## src/design/tcpid_pkg.sv

```systemverilog
// ----------------------------------------------------------------------------
// tcpid_pkg
// Shared types, register codes and per-channel constant tables for the
// three-channel clamped PID block.
// ----------------------------------------------------------------------------
package tcpid_pkg;

  // Default number of controller channels held in the state memory.
  localparam int DEF_CHANNELS = 3;
  // Number of channels that have limit and bias tables.
  localparam int TAB_CH       = 3;

  // Field widths.
  localparam int CH_W     = 2;
  localparam int VAL_IN_W = 16;
  localparam int GAIN_W   = 16;
  localparam int REG_W    = 48;
  localparam int ERR_W    = 17;
  localparam int INT_W    = 17;
  localparam int DRIVE_W  = 13;
  localparam int VAL_W    = 16;

  // Configuration port geometry: 64-bit data, registers on 8-byte boundaries.
  localparam int ADDR_W      = 5;
  localparam int DATA_W      = 64;
  localparam int REG_IDX_LSB = 3;

  // Register reset values.
  localparam logic [REG_W-1:0] KP_RESET = 48'd214751641650;
  localparam logic [REG_W-1:0] KI_RESET = 48'd64425492495;
  localparam logic [REG_W-1:0] KD_RESET = 48'd107375820825;

  // Register index codes.
  typedef enum logic [1:0] {
    REG_KP = 2'd0,
    REG_KI = 2'd1,
    REG_KD = 2'd2
  } tcpid_reg_e;

  // Gain registers as seen by the datapath.
  typedef struct packed {
    logic [REG_W-1:0] kp;
    logic [REG_W-1:0] ki;
    logic [REG_W-1:0] kd;
  } tcpid_gains_t;

  // Signed working value for the output-side arithmetic.
  typedef logic signed [VAL_W-1:0] tcpid_val_t;

  // Per-channel limits and biases.
  localparam tcpid_val_t OUT_MAX [TAB_CH] = '{16'sd7811, 16'sd1812, 16'sd205};
  localparam tcpid_val_t P_MIN   [TAB_CH] = '{-16'sd7811, -16'sd575, 16'sd0};
  localparam tcpid_val_t OUT_MIN [TAB_CH] = '{-16'sd275, 16'sd0, 16'sd0};
  localparam tcpid_val_t BIAS    [TAB_CH] = '{16'sd275, 16'sd0, 16'sd22};
  localparam tcpid_val_t D_MIN            = -16'sd200;

  // Largest drive value of any channel.
  localparam logic [DRIVE_W-1:0] DRIVE_MAX = 13'd7811;

  // Integral accumulator runs in units of 1/INT_SCALE.
  localparam int INT_SCALE = 600;
  localparam int I_MAX [TAB_CH] = '{50, 100, 40};
  localparam logic [INT_W-1:0] I_LIMIT [TAB_CH] = '{
    17'(I_MAX[0] * INT_SCALE),
    17'(I_MAX[1] * INT_SCALE),
    17'(I_MAX[2] * INT_SCALE)
  };

  // Division of the proportional product by P_DIV through a reciprocal.
  // Magnitudes above PMAG_SAT land beyond every clamp limit and saturate.
  localparam int P_DIV            = 10;
  localparam int PMAG_W           = 17;
  localparam int PQ_W             = 13;
  localparam int P_RECIP_SHIFT    = 23;
  localparam int P_RECIP_W        = 20;
  localparam logic [PMAG_W-1:0] PMAG_SAT = 17'(P_DIV * (2 ** PQ_W) - 1);
  localparam logic [P_RECIP_W-1:0] P_RECIP =
    20'((2 ** P_RECIP_SHIFT + P_DIV - 1) / P_DIV);

  // Division of the accumulator by INT_SCALE through a reciprocal.
  localparam int IQ_W             = 7;
  localparam int INT_RECIP_SHIFT  = 26;
  localparam int INT_RECIP_W      = 17;
  localparam logic [INT_RECIP_W-1:0] INT_RECIP =
    17'((2 ** INT_RECIP_SHIFT + INT_SCALE - 1) / INT_SCALE);

endpackage

```

## src/design/tcpid_regs.sv

```systemverilog
// ----------------------------------------------------------------------------
// tcpid_regs
// APB-style register file holding the proportional, integral and derivative
// gain registers, 16 bits per channel.
// ----------------------------------------------------------------------------
module tcpid_regs
  import tcpid_pkg::*;
(
  input  logic                clk_i,
  input  logic                rst_ni,
  input  logic                psel,
  input  logic                penable,
  input  logic                pwrite,
  input  logic [ADDR_W-1:0]   paddr,
  input  logic [DATA_W-1:0]   pwdata,
  output logic [DATA_W-1:0]   prdata,
  output tcpid_gains_t        gains_o
);

  logic [REG_W-1:0] kp_q;
  logic [REG_W-1:0] ki_q;
  logic [REG_W-1:0] kd_q;
  logic             wr_en;
  tcpid_reg_e       reg_sel;

  assign wr_en   = psel && penable && pwrite;
  assign reg_sel = tcpid_reg_e'(paddr[ADDR_W-1:REG_IDX_LSB]);

  // Register writes; addresses past the last register are ignored.
  always_ff @(posedge clk_i or negedge rst_ni) begin
    if (!rst_ni) begin
      kp_q <= KP_RESET;
      ki_q <= KI_RESET;
      kd_q <= KD_RESET;
    end else if (wr_en) begin
      unique case (reg_sel)
        REG_KP: kp_q <= pwdata[REG_W-1:0];
        REG_KI: ki_q <= pwdata[REG_W-1:0];
        REG_KD: kd_q <= pwdata[REG_W-1:0];
        default: ;
      endcase
    end
  end

  // Read-back mux.
  always_comb begin
    unique case (reg_sel)
      REG_KP: prdata = DATA_W'(kp_q);
      REG_KI: prdata = DATA_W'(ki_q);
      REG_KD: prdata = DATA_W'(kd_q);
      default: prdata = '0;
    endcase
  end

  assign gains_o.kp = kp_q;
  assign gains_o.ki = ki_q;
  assign gains_o.kd = kd_q;

endmodule

```

## src/design/three_channel_clamped_pid.sv

```systemverilog
// ----------------------------------------------------------------------------
// three_channel_clamped_pid
// Three PID controllers sharing one pipelined datapath. The integral
// accumulator and previous error of each channel live in a small state memory
// that is read, updated and written back once per word.
// ----------------------------------------------------------------------------
//
//  Channel  Direction  Handshake              Payload
//  -------  ---------  ---------------------  ---------------------------------
//  in       input      in_valid_i/in_stall_o  channel_i, target_i, measured_i
//  out      output     out_valid_o/out_stall_i drive_o
//  cfg      input      APB psel/penable/...   paddr, pwdata, prdata
//
//  One word is taken per cycle while in_stall_o is low; a drive word enters
//  stage one when its input word is taken, then moves through stages two to
//  four and into the output register.
//  The state memory is read one stage before it is written back; a word on
//  the same channel one stage behind takes the fresh state from a bypass.
//  Reset marks every memory entry as empty, so an entry reads as zero until
//  its first write; there is no clearing pass.
//  A stalled output word holds the pipeline only once the last stage is full.
//
module three_channel_clamped_pid
  import tcpid_pkg::*;
#(
  parameter int CHANNELS = DEF_CHANNELS
) (
  input  logic                 clk_i,
  input  logic                 rst_ni,
  // Sample input
  input  logic                 in_valid_i,
  output logic                 in_stall_o,
  input  logic [CH_W-1:0]      channel_i,
  input  logic [VAL_IN_W-1:0]  target_i,
  input  logic [VAL_IN_W-1:0]  measured_i,
  // Drive output
  output logic                 out_valid_o,
  input  logic                 out_stall_i,
  output logic [DRIVE_W-1:0]   drive_o,
  // Configuration port
  input  logic                 psel,
  input  logic                 penable,
  input  logic                 pwrite,
  input  logic [ADDR_W-1:0]    paddr,
  input  logic [DATA_W-1:0]    pwdata,
  output logic [DATA_W-1:0]    prdata,
  output logic                 pready
);

  localparam int AW     = (CHANNELS > 1) ? $clog2(CHANNELS) : 1;
  localparam int NVALID = (CHANNELS < TAB_CH) ? CHANNELS : TAB_CH;
  localparam int PP_W   = 2 * ERR_W;       // error times gain
  localparam int ISUM_W = PP_W + 1;        // accumulator plus product
  localparam int DIFF_W = ERR_W + 1;
  localparam int DP_W   = DIFF_W + ERR_W;  // error step times gain

  typedef struct packed {
    logic [INT_W-1:0]        isum;
    logic signed [ERR_W-1:0] last;
  } state_t;

  tcpid_gains_t gains;

  // Configuration registers.
  tcpid_regs u_regs (
    .clk_i   (clk_i),
    .rst_ni  (rst_ni),
    .psel    (psel),
    .penable (penable),
    .pwrite  (pwrite),
    .paddr   (paddr),
    .pwdata  (pwdata),
    .prdata  (prdata),
    .gains_o (gains)
  );

  assign pready = 1'b1;

  // Pipeline control: all core stages move together.
  logic en_core;
  logic en_out;

  logic                      s1_v_q, s1_bad_q;
  logic [CH_W-1:0]           s1_ch_q;
  logic signed [ERR_W-1:0]   s1_err_q;

  logic                      s2_v_q, s2_bad_q;
  logic [CH_W-1:0]           s2_ch_q;
  logic signed [ERR_W-1:0]   s2_err_q;
  logic signed [PP_W-1:0]    s2_pprod_q;
  logic signed [PP_W-1:0]    s2_iprod_q;
  state_t                    rd_q;
  logic                      rd_vld_q;

  logic                      s3_v_q, s3_bad_q;
  logic [CH_W-1:0]           s3_ch_q;
  logic signed [ERR_W-1:0]   s3_err_q;
  logic [INT_W-1:0]          s3_int_q;
  logic signed [DIFF_W-1:0]  s3_diff_q;
  logic [PMAG_W-1:0]         s3_pmag_q;
  logic                      s3_pneg_q;

  logic                      s4_v_q, s4_bad_q;
  logic [CH_W-1:0]           s4_ch_q;
  logic [PQ_W-1:0]           s4_pq_q;
  logic                      s4_pneg_q;
  logic [IQ_W-1:0]           s4_iq_q;
  logic signed [DP_W-1:0]    s4_dprod_q;

  logic                      out_valid_q;
  logic [DRIVE_W-1:0]        drive_q;

  // State memory with one valid bit per entry.
  state_t                    mem [CHANNELS];
  logic [CHANNELS-1:0]       vld_q;

  assign en_out     = !out_valid_q || !out_stall_i;
  assign en_core    = !s4_v_q || en_out;
  assign in_stall_o = !en_core;

  // Input decode: channel check and error.
  logic                    in_ok;
  logic signed [ERR_W-1:0] in_err;

  assign in_ok  = (int'(channel_i) < NVALID);
  assign in_err = $signed({1'b0, target_i}) - $signed({1'b0, measured_i});

  // Stage 2 inputs: gain products and memory read address.
  logic [GAIN_W-1:0]      kp_g, ki_g, kd_g;
  logic signed [PP_W-1:0] pprod, iprod;
  logic [AW-1:0]          rd_addr;

  assign kp_g    = gains.kp[GAIN_W*s1_ch_q +: GAIN_W];
  assign ki_g    = gains.ki[GAIN_W*s1_ch_q +: GAIN_W];
  assign pprod   = s1_err_q * $signed({1'b0, kp_g});
  assign iprod   = s1_err_q * $signed({1'b0, ki_g});
  assign rd_addr = AW'(s1_ch_q);

  // Stage 3 inputs: bypass, integral update, error step, proportional size.
  logic                      fwd;
  logic [INT_W-1:0]          old_int;
  logic signed [ERR_W-1:0]   old_last;
  logic signed [ISUM_W-1:0]  isum;
  logic [INT_W-1:0]          ilim;
  logic [INT_W-1:0]          int_new;
  logic signed [DIFF_W-1:0]  diff;
  logic                      pneg;
  logic [PP_W-1:0]           pabs;
  logic [PMAG_W-1:0]         pmag;
  logic                      wr_en;
  logic [AW-1:0]             wr_addr;

  assign fwd = s3_v_q && !s3_bad_q && (s3_ch_q == s2_ch_q);

  always_comb begin
    if (fwd) begin
      old_int  = s3_int_q;
      old_last = s3_err_q;
    end else if (rd_vld_q) begin
      old_int  = rd_q.isum;
      old_last = rd_q.last;
    end else begin
      old_int  = '0;
      old_last = '0;
    end
  end

  // Accumulate and clamp to the channel's integral range.
  assign isum = $signed({{(ISUM_W-INT_W){1'b0}}, old_int}) + s2_iprod_q;
  assign ilim = I_LIMIT[s2_ch_q];

  always_comb begin
    if (isum < 0) begin
      int_new = '0;
    end else if (isum > $signed({{(ISUM_W-INT_W){1'b0}}, ilim})) begin
      int_new = ilim;
    end else begin
      int_new = isum[INT_W-1:0];
    end
  end

  assign diff = $signed({s2_err_q[ERR_W-1], s2_err_q})
              - $signed({old_last[ERR_W-1], old_last});

  // Magnitude of the proportional product, saturated past every limit.
  assign pneg = s2_pprod_q[PP_W-1];
  assign pabs = pneg ? PP_W'(-s2_pprod_q) : PP_W'(s2_pprod_q);
  assign pmag = (pabs > PP_W'(PMAG_SAT)) ? PMAG_SAT : pabs[PMAG_W-1:0];

  assign wr_en   = en_core && s2_v_q && !s2_bad_q;
  assign wr_addr = AW'(s2_ch_q);

  // Stage 4 inputs: reciprocal divisions and derivative product.
  logic [PMAG_W+P_RECIP_W-1:0]  pq_full;
  logic [INT_W+INT_RECIP_W-1:0] iq_full;
  logic signed [DP_W-1:0]       dprod;

  assign kd_g    = gains.kd[GAIN_W*s3_ch_q +: GAIN_W];
  assign pq_full = s3_pmag_q * P_RECIP;
  assign iq_full = s3_int_q * INT_RECIP;
  assign dprod   = s3_diff_q * $signed({1'b0, kd_g});

  // Output stage: clamp the P and D terms, add the I term, clamp, add bias, clamp.
  tcpid_val_t hi, p_val, p_cl, d_cl, sum, sum_cl, biased, res;
  logic [DRIVE_W-1:0] drive_d;

  assign hi    = OUT_MAX[s4_ch_q];
  assign p_val = s4_pneg_q ? -$signed({{(VAL_W-PQ_W){1'b0}}, s4_pq_q})
                           :  $signed({{(VAL_W-PQ_W){1'b0}}, s4_pq_q});

  always_comb begin
    p_cl = p_val;
    if (p_cl < P_MIN[s4_ch_q]) begin
      p_cl = P_MIN[s4_ch_q];
    end
    if (p_cl > hi) begin
      p_cl = hi;
    end
  end

  always_comb begin
    if (s4_dprod_q > DP_W'(hi)) begin
      d_cl = hi;
    end else if (s4_dprod_q < DP_W'(D_MIN)) begin
      d_cl = D_MIN;
    end else begin
      d_cl = s4_dprod_q[VAL_W-1:0];
    end
  end

  assign sum = p_cl + $signed({{(VAL_W-IQ_W){1'b0}}, s4_iq_q}) + d_cl;

  always_comb begin
    sum_cl = sum;
    if (sum_cl < OUT_MIN[s4_ch_q]) begin
      sum_cl = OUT_MIN[s4_ch_q];
    end
    if (sum_cl > hi) begin
      sum_cl = hi;
    end
  end

  assign biased  = sum_cl + BIAS[s4_ch_q];
  assign res     = (biased < hi) ? biased : hi;
  assign drive_d = s4_bad_q ? '0 : res[DRIVE_W-1:0];

  // Valid bits of the pipeline and the output register.
  always_ff @(posedge clk_i or negedge rst_ni) begin
    if (!rst_ni) begin
      s1_v_q      <= 1'b0;
      s2_v_q      <= 1'b0;
      s3_v_q      <= 1'b0;
      s4_v_q      <= 1'b0;
      out_valid_q <= 1'b0;
    end else begin
      if (en_core) begin
        s1_v_q <= in_valid_i;
        s2_v_q <= s1_v_q;
        s3_v_q <= s2_v_q;
        s4_v_q <= s3_v_q;
      end
      if (en_out) begin
        out_valid_q <= s4_v_q;
      end
    end
  end

  // Pipeline payload.
  always_ff @(posedge clk_i) begin
    if (en_core) begin
      s1_bad_q   <= !in_ok;
      s1_ch_q    <= in_ok ? channel_i : '0;
      s1_err_q   <= in_err;

      s2_bad_q   <= s1_bad_q;
      s2_ch_q    <= s1_ch_q;
      s2_err_q   <= s1_err_q;
      s2_pprod_q <= pprod;
      s2_iprod_q <= iprod;

      s3_bad_q   <= s2_bad_q;
      s3_ch_q    <= s2_ch_q;
      s3_err_q   <= s2_err_q;
      s3_int_q   <= int_new;
      s3_diff_q  <= diff;
      s3_pmag_q  <= pmag;
      s3_pneg_q  <= pneg;

      s4_bad_q   <= s3_bad_q;
      s4_ch_q    <= s3_ch_q;
      s4_pq_q    <= pq_full[P_RECIP_SHIFT +: PQ_W];
      s4_pneg_q  <= s3_pneg_q;
      s4_iq_q    <= iq_full[INT_RECIP_SHIFT +: IQ_W];
      s4_dprod_q <= dprod;
    end
    if (en_out) begin
      drive_q <= drive_d;
    end
  end

  // State memory: read in stage 1, written back from stage 2.
  always_ff @(posedge clk_i) begin
    if (en_core) begin
      rd_q <= mem[rd_addr];
    end
    if (wr_en) begin
      mem[wr_addr] <= '{isum: int_new, last: s2_err_q};
    end
  end

  // Entry valid bits; an empty entry reads as zero.
  always_ff @(posedge clk_i or negedge rst_ni) begin
    if (!rst_ni) begin
      vld_q    <= '0;
      rd_vld_q <= 1'b0;
    end else begin
      if (en_core) begin
        rd_vld_q <= vld_q[rd_addr];
      end
      if (wr_en) begin
        vld_q[wr_addr] <= 1'b1;
      end
    end
  end

  assign out_valid_o = out_valid_q;
  assign drive_o     = drive_q;

`ifndef NO_ASSERTIONS
  // A drive word only appears when the last stage held a word.
  a_out_from_s4: assert property (@(posedge clk_i) disable iff (!rst_ni)
    $rose(out_valid_q) |-> $past(s4_v_q))
    else $error("drive word appeared without a word in the last stage");

  // A sample for an unknown channel answers zero.
  a_bad_zero: assert property (@(posedge clk_i) disable iff (!rst_ni)
    (en_core && s4_v_q && s4_bad_q) |=> (drive_q == '0))
    else $error("unknown channel did not answer zero");

  // The stored accumulator never leaves the channel's integral range.
  a_int_limit: assert property (@(posedge clk_i) disable iff (!rst_ni)
    wr_en |-> (int_new <= I_LIMIT[s2_ch_q]))
    else $error("integral write beyond its limit");

  // Delivered drive stays within the largest channel range.
  a_drive_max: assert property (@(posedge clk_i) disable iff (!rst_ni)
    out_valid_q |-> (drive_q <= DRIVE_MAX))
    else $error("drive above maximum");
`endif

endmodule
```

## config.mk

```make
export PLATFORM = sky130hd
export DESIGN_NAME = three_channel_clamped_pid
export DESIGN_NICKNAME = d
export VERILOG_FILES = /design/src/design/tcpid_pkg.sv /design/src/design/tcpid_regs.sv /design/src/design/three_channel_clamped_pid.sv
export SDC_FILE = /design/constraint.sdc
export NUM_CORES = 2
export LEC_CHECK = 0
export ABC_AREA = 1
export BUFFER_PORTS_ARGS = -buffer_cell sky130_fd_sc_hd__buf_2
export CAP_MARGIN = 20
export CORE_UTILIZATION = 25
export CTS_CLUSTER_DIAMETER = 40
export DETAILED_ROUTE_END_ITERATION = 6
export HOLD_SLACK_MARGIN = 0.1
export SYNTH_ARGS = -nofsm -noshare
export SYNTH_HDL_FRONTEND = slang
export SYNTH_SLANG_ARGS = --single-unit
```

## constraint.sdc

```tcl
create_clock -name clk_i -period 26.8 [get_ports clk_i]
set_input_delay 0 -clock clk_i [delete_from_list [all_inputs] [get_ports clk_i]]
set_output_delay 0 -clock clk_i [all_outputs]
set_load 0.03 [all_outputs]
```

==> impl_results.rst <==
.. list-table::
   :header-rows: 1

   * - Metric
     - Value
   * - Result of the run
     - complete, no violations
   * - Filler Cell Count
     - 28734
   * - Final instance area
     - 77400 um2
   * - Final Routed Wirelength
     - 180 mm
   * - Startpoint of the worst register-to-register path
     - s4_ch_q[1]$_DFFE_PN_
   * - Post-synthesis cell count
     - 7416
   * - Number of buffer cells added on primary ports
     - 153
   * - Adder and majority cell fraction of the synthesized area
     - 43.4%
   * - Area delta synth->final
     - 13.6%
   * - Dpl hpwl
     - 143 mm
   * - Initial antenna violation count
     - 22
   * - Unrepaired setup endpoints after global routing
     - no
   * - End point of the most critical hold path
     - s1_err_q[8]$_DFFE_PN_
   * - Most frequent cell on the critical path
     - nand2_1
   * - Total number of yosys warnings
     - 0
   * - WP data arrival
     - 14350 ps
   * - Die footprint
     - 275000 um2
   * - Sum Neg Setup Slack
     - 0 ps
   * - Detailed-route DRC error count
     - 0
   * - Max_slew headroom
     - 29.7%
   * - Post-route clock period utilization
     - 51.7%
   * - Die span in y
     - 524 um
   * - Share of the synthesized area in compound gates (AO/OA/AOI/OAI)
     - 6.89%
   * - Maximum buffer depth of the clock tree
     - 3
   * - Number of synthesized register bits
     - 542
   * - Area share of the largest cell type after synthesis
     - 30.9%
   * - Critical Path Slowest Stage Cell
     - ha_1
   * - Met2 demand-to-capacity share in global routing
     - 21.9%
   * - Footprint of the multi-input gates
     - 45200 um2
   * - Count of cell types in the netlist
     - 63
   * - WHS
     - 93.4 ps
   * - Clk pin slew, worst setup/hold paths
     - 50 ps
   * - Slew @ Worst Pin
     - 1050 ps
   * - Residual antenna-violating net count after detailed routing
     - 0
   * - Commonest cells post-synth
     - 1706 x inv_1, 1101 x nand2_1, 1050 x fa_1
   * - Type of origin of the critical path
     - flip-flop
   * - Hold-critical path depth
     - 5
   * - CTS Buf Count
     - 86
   * - Delay contributed by the slowest stage of the critical path
     - 530 ps
   * - Hold violation count in the final report
     - 0
   * - Pin count of the biggest net entering global routing
     - 97
   * - Grt met3 use
     - 2.11%
   * - Overflow left after global routing
     - 0
   * - Hold Crit Class
     - input pin to flip-flop
   * - Library cell occupying the most area in the post-synthesis netlist
     - fa_1
   * - H-tree levels
     - 3
   * - Resize count post-CTS
     - 0
   * - Main area contributors after synthesis
     - fa_1 31%, edfxtp_1 17%, ha_1 13%
   * - TritonRoute pass-1 iters
     - 6
   * - Main combinational cell family by area after synthesis
     - adder cells
   * - Clock tree from TritonCTS
     - done
   * - Final #Nets
     - 9490
   * - Finish-stage setup viols
     - 0
   * - Global placer's final weighted congestion
     - 0.876
   * - Cell with the most instances after synthesis
     - inv_1
   * - Root Driver
     - clkbuf_16
   * - Most congested layer reported by global routing
     - met2
   * - Period minus WS final
     - 13860 ps
   * - Sinks on Clock Net
     - 542
   * - Max frequency
     - 72.2 MHz
   * - Capture point of the worst reg-to-reg path
     - drive_o[5]$_SDFFCE_PP0P_
   * - Number of setup buffers added after CTS
     - 0
   * - Violation count after the first detailed-route iteration
     - 3202
   * - Portion of the post-synthesis area used by sequential elements
     - 22.8%
   * - Core Region
     - 271000 um2
   * - Die width
     - 524 um
   * - Clock network latency to the later pin of the worst-skew pair
     - 710 ps
   * - Max-capacitance violation count
     - 0
   * - Share of flip-flops with an asynchronous set or reset after synthesis
     - 28.2%
   * - Number of global-route vias before repair
     - 50566
   * - Detail-routed via count per cell
     - 4.36
   * - Worst-path fanout max
     - 18
   * - Predominant post-synthesis flop cell
     - edfxtp_1
   * - Sequential cell area
     - 15500 um2
   * - Reg2reg setup slack
     - 12940 ps
   * - Standard-cell row count
     - 191
   * - Initial core utilization
     - 25.1%
   * - Type of the setup path with the least slack
     - flip-flop to flip-flop
   * - Wire length of the first global-routing pass
     - 286 mm
   * - Mux share of post-synthesis cell area
     - 0.529%
   * - Routed len/inst
     - 15.9 um
   * - XOR/XNOR Fraction of Synth Area
     - 3.28%
   * - Area fraction in and, or, nand and nor cells after synthesis
     - 12.1%
   * - Routed via count
     - 49203
   * - Critical hold path startpoint
     - measured_i[7]
   * - Netlist Area Pre-Place
     - 68100 um2
   * - Post-detailed-placement cell area
     - 73200 um2
   * - Synthesized area per cell
     - 9.19 um2
   * - Depth of the most critical reg-to-reg path
     - 86
   * - Top-level port count
     - 190
   * - Total routing usage reported by global routing
     - 13.3%
   * - Critical path capture point type
     - flip-flop
   * - Met1 GRT Util
     - 18.1%
   * - Ratio of cells with drive above 1 in the final layout
     - 6.61%
   * - Setup clock skew after layout
     - 76.9 ps
   * - Number of enable-type register cells in the synthesized netlist
     - 389
   * - Number of max-slew violations in the final report
     - 0
   * - Endpoint required time on the critical path
     - 27290 ps
-- through the flow --
stage | util [%] | setup slack (ps) | std cells
6_report | 28.6 | 12940 | 11296
5_1_grt | 28.5 | 11250 | 11291
4_1_cts | 28.5 | 12800 | 11288
3_5_place_dp | 27.0 | 12850 | 11012
3_3_place_gp | 27.0 | 12890 | 11012
2_1_floorplan | - | 14410 | 7435
-- final cells by class --
type                    count  share of cell area, %
diodes                      8                 0.0259
clock buffers              99                   2.94
clock inverters            60                  0.946
inverters                1735                   8.43
multi-input cells        4930                   58.5
flip-flops and latches    542                   20.1
well taps                3570                   5.77
repair buffers            352                   3.33
-- worst max-delay path, delay by kind of cell (launching register included) --
kind | cells | cell delay, ps
XOR/XNOR | 2 | 380
AO/OA/AOI/OAI | 18 | 3260
flip-flops | 1 | 350
adder cells (fa/ha/maj) | 9 | 3240
AND/OR/NAND/NOR | 46 | 4800
buffers and inverters | 11 | 1680
-- metal layers --
layer | up-vias | part of all wire (%)
met3 | 258 | 5.9
met1 | 24324 | 45
met5 | - | 0.057
met2 | 1228 | 46
li1 | 23375 | -
met4 | 18 | 2.6
-- registers in the layout, indices dropped and copies added (netlist names), 2 cells and up --
register     count
drive_o         13
mem            102
rd_addr          2
rd_q            34
s1_err_q        17
s2_ch_q          2
s2_err_q        17
s2_iprod_q      34
s2_pprod_q      34
s3_ch_q          2
s3_diff_q       18
s3_err_q        17
s3_int_q        17
s3_pmag_q       17
s4_ch_q          2
s4_dprod_q      35
s4_iq_q          7
s4_pq_q         13
u_regs.kd_q     48
u_regs.ki_q     48
u_regs.kp_q     48
vld_q            3
-- worst max path at each step --
stage / start / to / slack (ps)
final: s4_ch_q[1]$_DFFE_PN_ / drive_o[5]$_SDFFCE_PP0P_ / 12940
after global routing: s4_ch_q[1]$_DFFE_PN_ / drive_o[12]$_SDFFCE_PP0P_ / 11250
after CTS: s4_ch_q[1]$_DFFE_PN_ / drive_o[1]$_SDFFCE_PP0P_ / 12800
after detailed placement: s4_ch_q[1]$_DFFE_PN_ / drive_o[1]$_SDFFCE_PP0P_ / 12850
after global placement: s4_ch_q[1]$_DFFE_PN_ / drive_o[5]$_SDFFCE_PP0P_ / 12890
after floorplan: s4_ch_q[1]$_DFFE_PN_ / drive_o[10]$_SDFFCE_PP0P_ / 14410
-- repair_timing --
action,4_1_cts,5_1_grt
setup endpoints to repair,0,0
endpoints found under the hold margin,249,0
hold buffers,117,0
-- kinds of logic (layout without fill, tap and decap cells) --
group | after synthesis | count (layout)
AND/OR/NAND/NOR | 2055 | 2055
multiplexers | 32 | 32
buffers and inverters | 1963 | 2246
flip-flops | 542 | 542
adder cells (fa/ha/maj) | 1733 | 1733
other | 2 | 29
XOR/XNOR | 255 | 255
AO/OA/AOI/OAI | 834 | 834
-- cell usage in the layout, fill, tap and decap left out, types with 30 or more instances in the layout --
cell type and instances:
inv_1 1705, nand2_1 1100, fa_1 1050, ha_1 683, nor2_1 675, edfxtp_1 389, a21oi_1 363, o21ai_0 270
xor2_1 170, buf_2 152, nand3_1 129, dfrtp_1 123, dlygate4sd3_1 116, clkbuf_16 87, xnor2_1 85, buf_4 82
o221ai_1 54, nand4_1 44, nor3_1 34, o21ai_1 33, mux2_2 32, dfstp_2 30
Power is not shown: default switching activity piles up to over one toggle a cycle in this logic, so the estimate is an artifact.
